==> src/hdl/sala_ram.sv <==
// Generic single-port-write, registered-read RAM.
`default_nettype none
module sala_ram #(
   parameter int WIDTH = 8,
   parameter int DEPTH = 16
) (
   input  wire logic                                   clock,
   input  wire logic                                   we,
   input  wire logic [(DEPTH > 1 ? $clog2(DEPTH) : 1)-1:0] waddr,
   input  wire logic [WIDTH-1:0]                       wdata,
   input  wire logic [(DEPTH > 1 ? $clog2(DEPTH) : 1)-1:0] raddr,
   output logic      [WIDTH-1:0]                       rdata
);

   logic [WIDTH-1:0] mem [DEPTH];

   always_ff @(posedge clock) begin
      if (we) begin
         mem[waddr] <= wdata;
      end
      rdata <= mem[raddr];
   end

endmodule
`default_nettype wire

==> config.mk <==
export PLATFORM = sky130hd
export DESIGN_NAME = sala_ram
export DESIGN_NICKNAME = d
export VERILOG_FILES = /design/src/hdl/sala_ram.sv
export SDC_FILE = /design/constraint.sdc
export NUM_CORES = 1
export LEC_CHECK = 0
export BUFFER_PORTS_ARGS = -buffer_cell sky130_fd_sc_hd__buf_2
export CORE_UTILIZATION = 54
export CTS_BUF_LIST = sky130_fd_sc_hd__clkbuf_16
export DETAILED_ROUTE_END_ITERATION = 10
export GPL_ROUTABILITY_DRIVEN = 0
export PLACE_DENSITY_LB_ADDON = 0.1
export SLEW_MARGIN = 20
export SYNTH_ARGS = -nofsm -noshare
export SYNTH_HDL_FRONTEND = slang
export SYNTH_SLANG_ARGS = --single-unit
==> constraint.sdc <==
create_clock -name clock -period 1.9 [get_ports clock]
set_clock_uncertainty 0.2 [all_clocks]
set_input_delay 0.19 -clock clock [delete_from_list [all_inputs] [get_ports clock]]
set_output_delay 0.19 -clock clock [all_outputs]
set_load 0.005 [all_outputs]
# Word-level counts from Yosys, hierarchy flattened
# Memory sizes are Yosys's and may differ from the RTL's. A register that Yosys moved wholly into a read port is not among the register bits.
# Index checks and enable logic that the tools add are counted.
totals:
  reg_bits: 0
  latchBits: 0
  ram_bits: 128
  mem_bits_ro: 0
  in_bits: 18
  out_inout_bits: 8
  mem_count: 1
classes:
  add_sub_neg: 0
  n_mul: 0
  div: 0
  magnitude_cmp: 0
  eq_ne: 0
  shift: 0
  muxes: 2
  n_bitwise: 0
  reduce_logical: 0
memory_table:
  columns: ["name", "depth", "width", "read_ports", "rd_ports_with_merged_regs", "wr", "line", "text"]
  rows:
  - ["mem", 16, 8, 1, 1, 1, "15", "logic [WIDTH-1:0] mem [DEPTH];"]
ops:
  columns: ["cell", "n"]
  rows:
  - ["two-way mux 1 bit", 2]

# Logic depth before layout (Yosys ltp)
# Gate-level depths: netlist of run 1.
depth:
  word_depth: 2
  mapped_depth: 5

# Worst setup path after synthesis of run 1
# Ideal clock, no wire load.
synth_path:
  path_type: "input -> register"
  from: "in waddr[2] (netlist bit)"
  to: "mem mem[0][0], enable pin"
  setup_time_ns: 0.383
  arrival_ns: 1.300
  slack_ns: 0.017
  path_stages: 2
  n_path_buf: 0
  cell_sequence: "or3b_2 > nor3_1"
synth_rtl:
  columns: ["element", "line", "text"]
  rows:
  - ["from (decl)", "9", "input wire logic [(DEPTH > 1 ? $clog2(DEPTH) : 1)-1:0] waddr,"]
  - ["to (decl)", "15", null]
# No word-level cell before the write port.

==> results of run 1 <==
[final timing paths]
path	endpoint	slack (ps)	cells after the start
worst max register to register	rdata[0]$_DFF_P_	290	3
worst max-delay path	rdata[0]$_DFF_P_	290	3
worst min-delay path	mem[0][5]$_DFFE_PP_	140	3
worst min register to register	rdata[2]$_DFF_P_	460	3
[registers in the layout, indices dropped and copies added (netlist names)]
register  cells
mem         128
rdata         8
[per-layer routing]
layer | global-route usage (%) | up-vias | routed length [µm]
met2 | 34.3 | 86 | 4910
met1 | 29.8 | 1296 | 3970
met4 | 7.69 | 0 | 73
met5 | 0 | - | 0
li1 | - | 1102 | -
met3 | 6.04 | 10 | 521
[Yosys cell counts, types with 2 or more instances]
master / instances / area (µm²)
nor2_1: 13 / 48.8
mux4_2: 18 / 405
mux4_1: 14 / 368
nor3_1: 4 / 20.0
dfxtp_1: 8 / 160
buf_6: 3 / 33.8
edfxtp_1: 128 / 3840
buf_2: 3 / 15.0
nand2b_1: 2 / 12.5
clkdlybuf4s25_2: 3 / 30.0
a22oi_1: 16 / 120
nand2_1: 9 / 33.8
nand3b_1: 2 / 15.0
[metrics by stage]
stage                     setup slack, ps  hold slack (ps)  util, %  cells  cell area (µm²)
after floorplan                      17.1             88.9        -    229             5150
after global placement               74.9              372     60.0    396             5550
after detailed placement             57.3              364     60.0    396             5550
after CTS                             280              122     67.5    436             6230
after global routing                  215              157     67.5    436             6230
final                                 293              142     67.5    436             6230
[final cells by class]
| type | count | area (µm²) |
|---|---|---|
| Clock buffer | 17 | 425 |
| Clock inverter | 15 | 183 |
| Fill cell | 598 | 3010 |
| Multi-Input combinational cell | 83 | 1060 |
| Sequential cell | 136 | 4000 |
| Tap cell | 129 | 161 |
| Timing Repair Buffer | 56 | 403 |
[report_power, final]
group | total (W) | internal (W) | switching [W]
registers | 0.00338 | 0.00336 | 0.0000227
clock network | 0.00334 | 0.00217 | 0.00116
logic | 0.000321 | 0.000151 | 0.000171
[cells by family (layout without fill, tap and decap cells)]
| logic type | count (synthesis) | after routing |
|---|---|---|
| AND/OR/NAND/NOR | 35 | 35 |
| buffers and inverters | 10 | 88 |
| multiplexers | 32 | 32 |
| flip-flops | 136 | 136 |
| AO/OA/AOI/OAI | 16 | 16 |
[timing repair]
action,CTS,global route
hold buffers,8,0
buffers inserted,0,0
endpoints found under the hold margin,128,0
[critical path: stages (launching register included)]
cell      delay (ps)
edfxtp_1         360
mux4_1           500
a22oi_1          320
nand2_1          100
==> impl_metrics.json, run 1 <==
{
  "numCtsBuffers": 17,
  "antenna_left": 0,
  "min-delay-start": "waddr[0]",
  "post_cts_resized": 0,
  "grt_max_degree": 33,
  "core_area_um2": 9240,
  "tightest_slew_ps": 411,
  "critPathCaptureType": "register",
  "startpoint": "mem[1][0]$_DFFE_PP_",
  "start_util_pct": 55.7,
  "dieArea_um2": 9930,
  "cts_root_buffer": "clkbuf_16",
  "drt-pass1-iter-count": 5,
  "status": "complete, no violations",
  "synth_compound_area_share_pct": 2.33,
  "antenna_found_initial": 0,
  "cts_tree": "done",
  "worst_setup_path_start_kind": "register",
  "final_common_cell": "edfxtp_1",
  "critPathArrivalTime_ps": 1690,
  "hold_viol": 0,
  "irDropWorstVdd_mv": 0.624,
  "mappedNetlistNets": 247,
  "synth_ff_type": "edfxtp_1",
  "die_h_um": 99.6,
  "synth_top_family_by_area": "multiplexers",
  "p_total_w": 0.00704,
  "port_buffers": 25,
  "drive_gt1_share_pct": 31.3,
  "vias_per_cell": 5.72,
  "syn_avg_cell_area_um2": 22.5,
  "fin_crit_ps": 1610,
  "rows": 35,
  "routedWlPerCell_um": 21.8,
  "period_share_pct": 84.6,
  "clock_sinks": 136,
  "drt_iter0_drc": 167,
  "tns_ps": 0,
  "grt_overflow": 0,
  "drc": 0,
  "synth-async-reset-ratio_pct": 0,
  "rsz0062_at_grt": "false",
  "synthXorXnorAreaFrac_pct": 0,
  "ios": 26,
  "clock_latency_ps": 400,
  "grt.total_usage_pct": 21.8,
  "wirelength_um": 9480,
  "dr_total_vias": 2494,
  "final_nets": 312,
  "clock_tree.buffer_depth": 2,
  "first_global_vias": 2588,
  "cts_max_level": 4,
  "cts.clk_slew.worst_paths_ps": 50,
  "synth-edff-count": 128,
  "reg2reg_from": "mem[1][0]$_DFFE_PP_",
  "path_max_fanout": 1,
  "slew_violations": 0,
  "netlist_area_um2": 5150,
  "synthToLayoutAreaGrowth_pct": 21.1,
  "cp.required_ps": 1980,
  "synth.distinct_cells": 19,
  "slew_headroom_pct": 72.6,
  "p_per_area_nw_per_um2": 1130,
  "final_cell_mix": "128 x edfxtp_1, 25 x buf_2, 21 x buf_4, 18 x mux4_2, 17 x clkbuf_16",
  "synth_fa_ha_area_share_pct": 0,
  "ys_seq_area_share_pct": 77.8,
  "syn_inst": 229,
  "die_w_um": 99.6,
  "grt_pass1_wl_um": 14800,
  "dp_hpwl_um": 5900,
  "yosys_register_bits": 136,
  "max_cap_violations": 0,
  "leakage_nw": 2.15,
  "finalSetupViolCount": 0,
  "ys_warn_count": 0,
  "yosys.area_share.simple_pct": 3.18,
  "min_path_type": "in2reg",
  "max_freq_ghz": 0.622,
  "muxShareOfSynthArea_pct": 15.0,
  "path_class": "reg2reg",
  "antenna-diode-count": 0
}
Power figures use the tool's default switching activity.
==> inputs of run 2 (changes only) <==
- CORE_UTILIZATION: 54 -> 60
- clock period: 1.9 -> 1.6 ns (I/O delays scaled with it)
==> impl_metrics.json, run 2 (synthesis results as in run 1) <==
{
  "max_freq_ghz": 0.646,
  "min_path_cells": 3,
  "largest_register": "mem",
  "wirelength_um": 9760,
  "core_area_um2": 8260,
  "final_nets": 313,
  "min_path_type": "in2reg",
  "cp_num_buf_inv": 0,
  "rsz0062_at_grt": "false",
  "path_delay_family": "multiplexers",
  "final_common_cell": "edfxtp_1",
  "grt_pass1_wl_um": 14700,
  "die_w_um": 94.6,
  "dieArea_um2": 8950,
  "antenna-diode-count": 0,
  "clock_latency_ps": 410,
  "drc": 0,
  "finalSetupViolCount": 0,
  "path_max_fanout": 1,
  "cp.required_ps": 1690,
  "rows": 33,
  "antenna_left": 0,
  "grt_max_degree": 21,
  "final_cell_mix": "128 x edfxtp_1, 25 x buf_2, 20 x buf_4, 18 x mux4_2, 17 x clkbuf_16",
  "port_buffers": 25,
  "reg2reg_to": "rdata[4]$_DFF_P_",
  "drt_iter0_drc": 165,
  "cp_num_cells": 3,
  "largest_reg_flops": 128,
  "reg2reg_from": "mem[9][4]$_DFFE_PP_",
  "slew_headroom_pct": 44.5,
  "dr_total_vias": 2470,
  "worstRegToRegCells": 3,
  "clock_tree.buffer_depth": 2,
  "critPathMaxStageDelay_ps": 560,
  "grt.total_usage_pct": 24.9,
  "path_cells": "mux4_1 -> a22oi_2 -> nand2_1",
  "worst_setup_path_start_kind": "register",
  "dp_slack_ps": -180,
  "fin_ws_ps": 51.3,
  "final_core_util_pct": 75.8,
  "cts.clk_slew.worst_paths_ps": 60,
  "p_total_w": 0.00841,
  "critPathCaptureType": "register",
  "tightest_slew_ps": 831,
  "max_cap_violations": 0,
  "status": "complete, no violations",
  "cts_root_buffer": "clkbuf_16",
  "fin_crit_ps": 1550,
  "cts_tree": "done",
  "numCtsBuffers": 17,
  "p_per_area_nw_per_um2": 1340,
  "min-delay-start": "waddr[0]",
  "critPathArrivalTime_ps": 1640,
  "cts_max_level": 4,
  "crit_path_top_delay_cell": "mux4_1",
  "hold_viol": 0,
  "slew_violations": 0,
  "period_share_pct": 96.8,
  "reg_top3": "mem (128), rdata (8)",
  "worst_hold_slack_ps": 113,
  "r2r_slack_ps": 50,
  "leakage_nw": 2.17,
  "seq_area_um2": 4000,
  "routedWlPerCell_um": 23.6,
  "multi_input_area_um2": 1070,
  "start_util_pct": 62.3,
  "synthToLayoutAreaGrowth_pct": 21.6,
  "path_class": "reg2reg",
  "drt-pass1-iter-count": 4,
  "drive_gt1_share_pct": 33.4,
  "dp_hpwl_um": 5750,
  "clock_sinks": 136,
  "irDropWorstVdd_mv": 0.791,
  "grt_overflow": 0,
  "antenna_found_initial": 0,
  "first_global_vias": 2562,
  "die_h_um": 94.6,
  "nFillCells": 461,
  "hold_end": "mem[0][4]$_DFFE_PP_",
  "ios": 26,
  "vias_per_cell": 5.98
}
-- run 2: changes by cell type in the layout (fill, tap and decap cells not counted), moves of 2 or more --
cell | before | now
a22oi_2 | 0 | 2
clkinv_4 | 0 | 3
inv_6 | 1 | 6
clkinv_2 | 4 | 1
buf_12 | 2 | 4
clkinv_1 | 3 | 0
a22oi_1 | 16 | 14
-- run 2: layout make-up --
class | count | share of cell area, %
Sequential cell | 136 | 64.0
Clock inverter | 15 | 3.02
Timing Repair Buffer | 57 | 6.96
Clock buffer | 17 | 6.80
Multi-Input combinational cell | 83 | 17.1
Tap cell | 105 | 2.10
-- run 2: per-stage QoR --
step	cells	TNS [ps]	cell area, µm²
2_1_floorplan	229	-703	5150
3_3_place_gp	373	-779	5550
3_5_place_dp	373	-987	5550
4_1_cts	413	0	6250
5_1_grt	413	0	6260
6_report	413	0	6260
-- run 2: tightest hold or removal path, delay by kind of cell --
kind                   cells  cell delay, ps
buffers and inverters      2             330
AND/OR/NAND/NOR            1              60
-- run 2: worst max-delay path by stage --
stage	end	start	slack, ps
after floorplan	mem[3][0]$_DFFE_PP_	waddr[2]	-30
after global placement	rdata[4]$_DFF_P_	raddr[0]	-150
after detailed placement	rdata[4]$_DFF_P_	raddr[0]	-180
after CTS	rdata[6]$_DFF_P_	mem[8][6]$_DFFE_PP_	2
after global routing	rdata[7]$_DFF_P_	mem[11][7]$_DFFE_PP_	3
final	rdata[4]$_DFF_P_	mem[9][4]$_DFFE_PP_	50
-- run 2: metal layers --
layer / GRT usage (%) / wire [µm] / part of all wire [%] / vias up
li1: - / - / - / 1107
met1: 30.6 / 3760 / 39 / 1271
met2: 42.0 / 5390 / 55 / 84
met3: 7.00 / 499 / 5.1 / 8
met4: 9.60 / 106 / 1.1 / 0
met5: 0 / 0 / 0 / -
-- run 2: where the power goes --
| group | leakage [nW] | internal [W] | switching [W] |
|---|---|---|---|
| registers | 1.22 | 0.00398 | 0.0000277 |
| clock network | 0.296 | 0.00248 | 0.00152 |
| logic | 0.649 | 0.000189 | 0.000205 |
| total | 2.17 | 0.00666 | 0.00175 |
-- run 2: what timing repair did --
action	in CTS	in global routing
buffers inserted	0	0
endpoints found under the hold margin	128	0
endpoints found under the setup margin	0	2
resized for setup	0	2
hold buffers	8	0
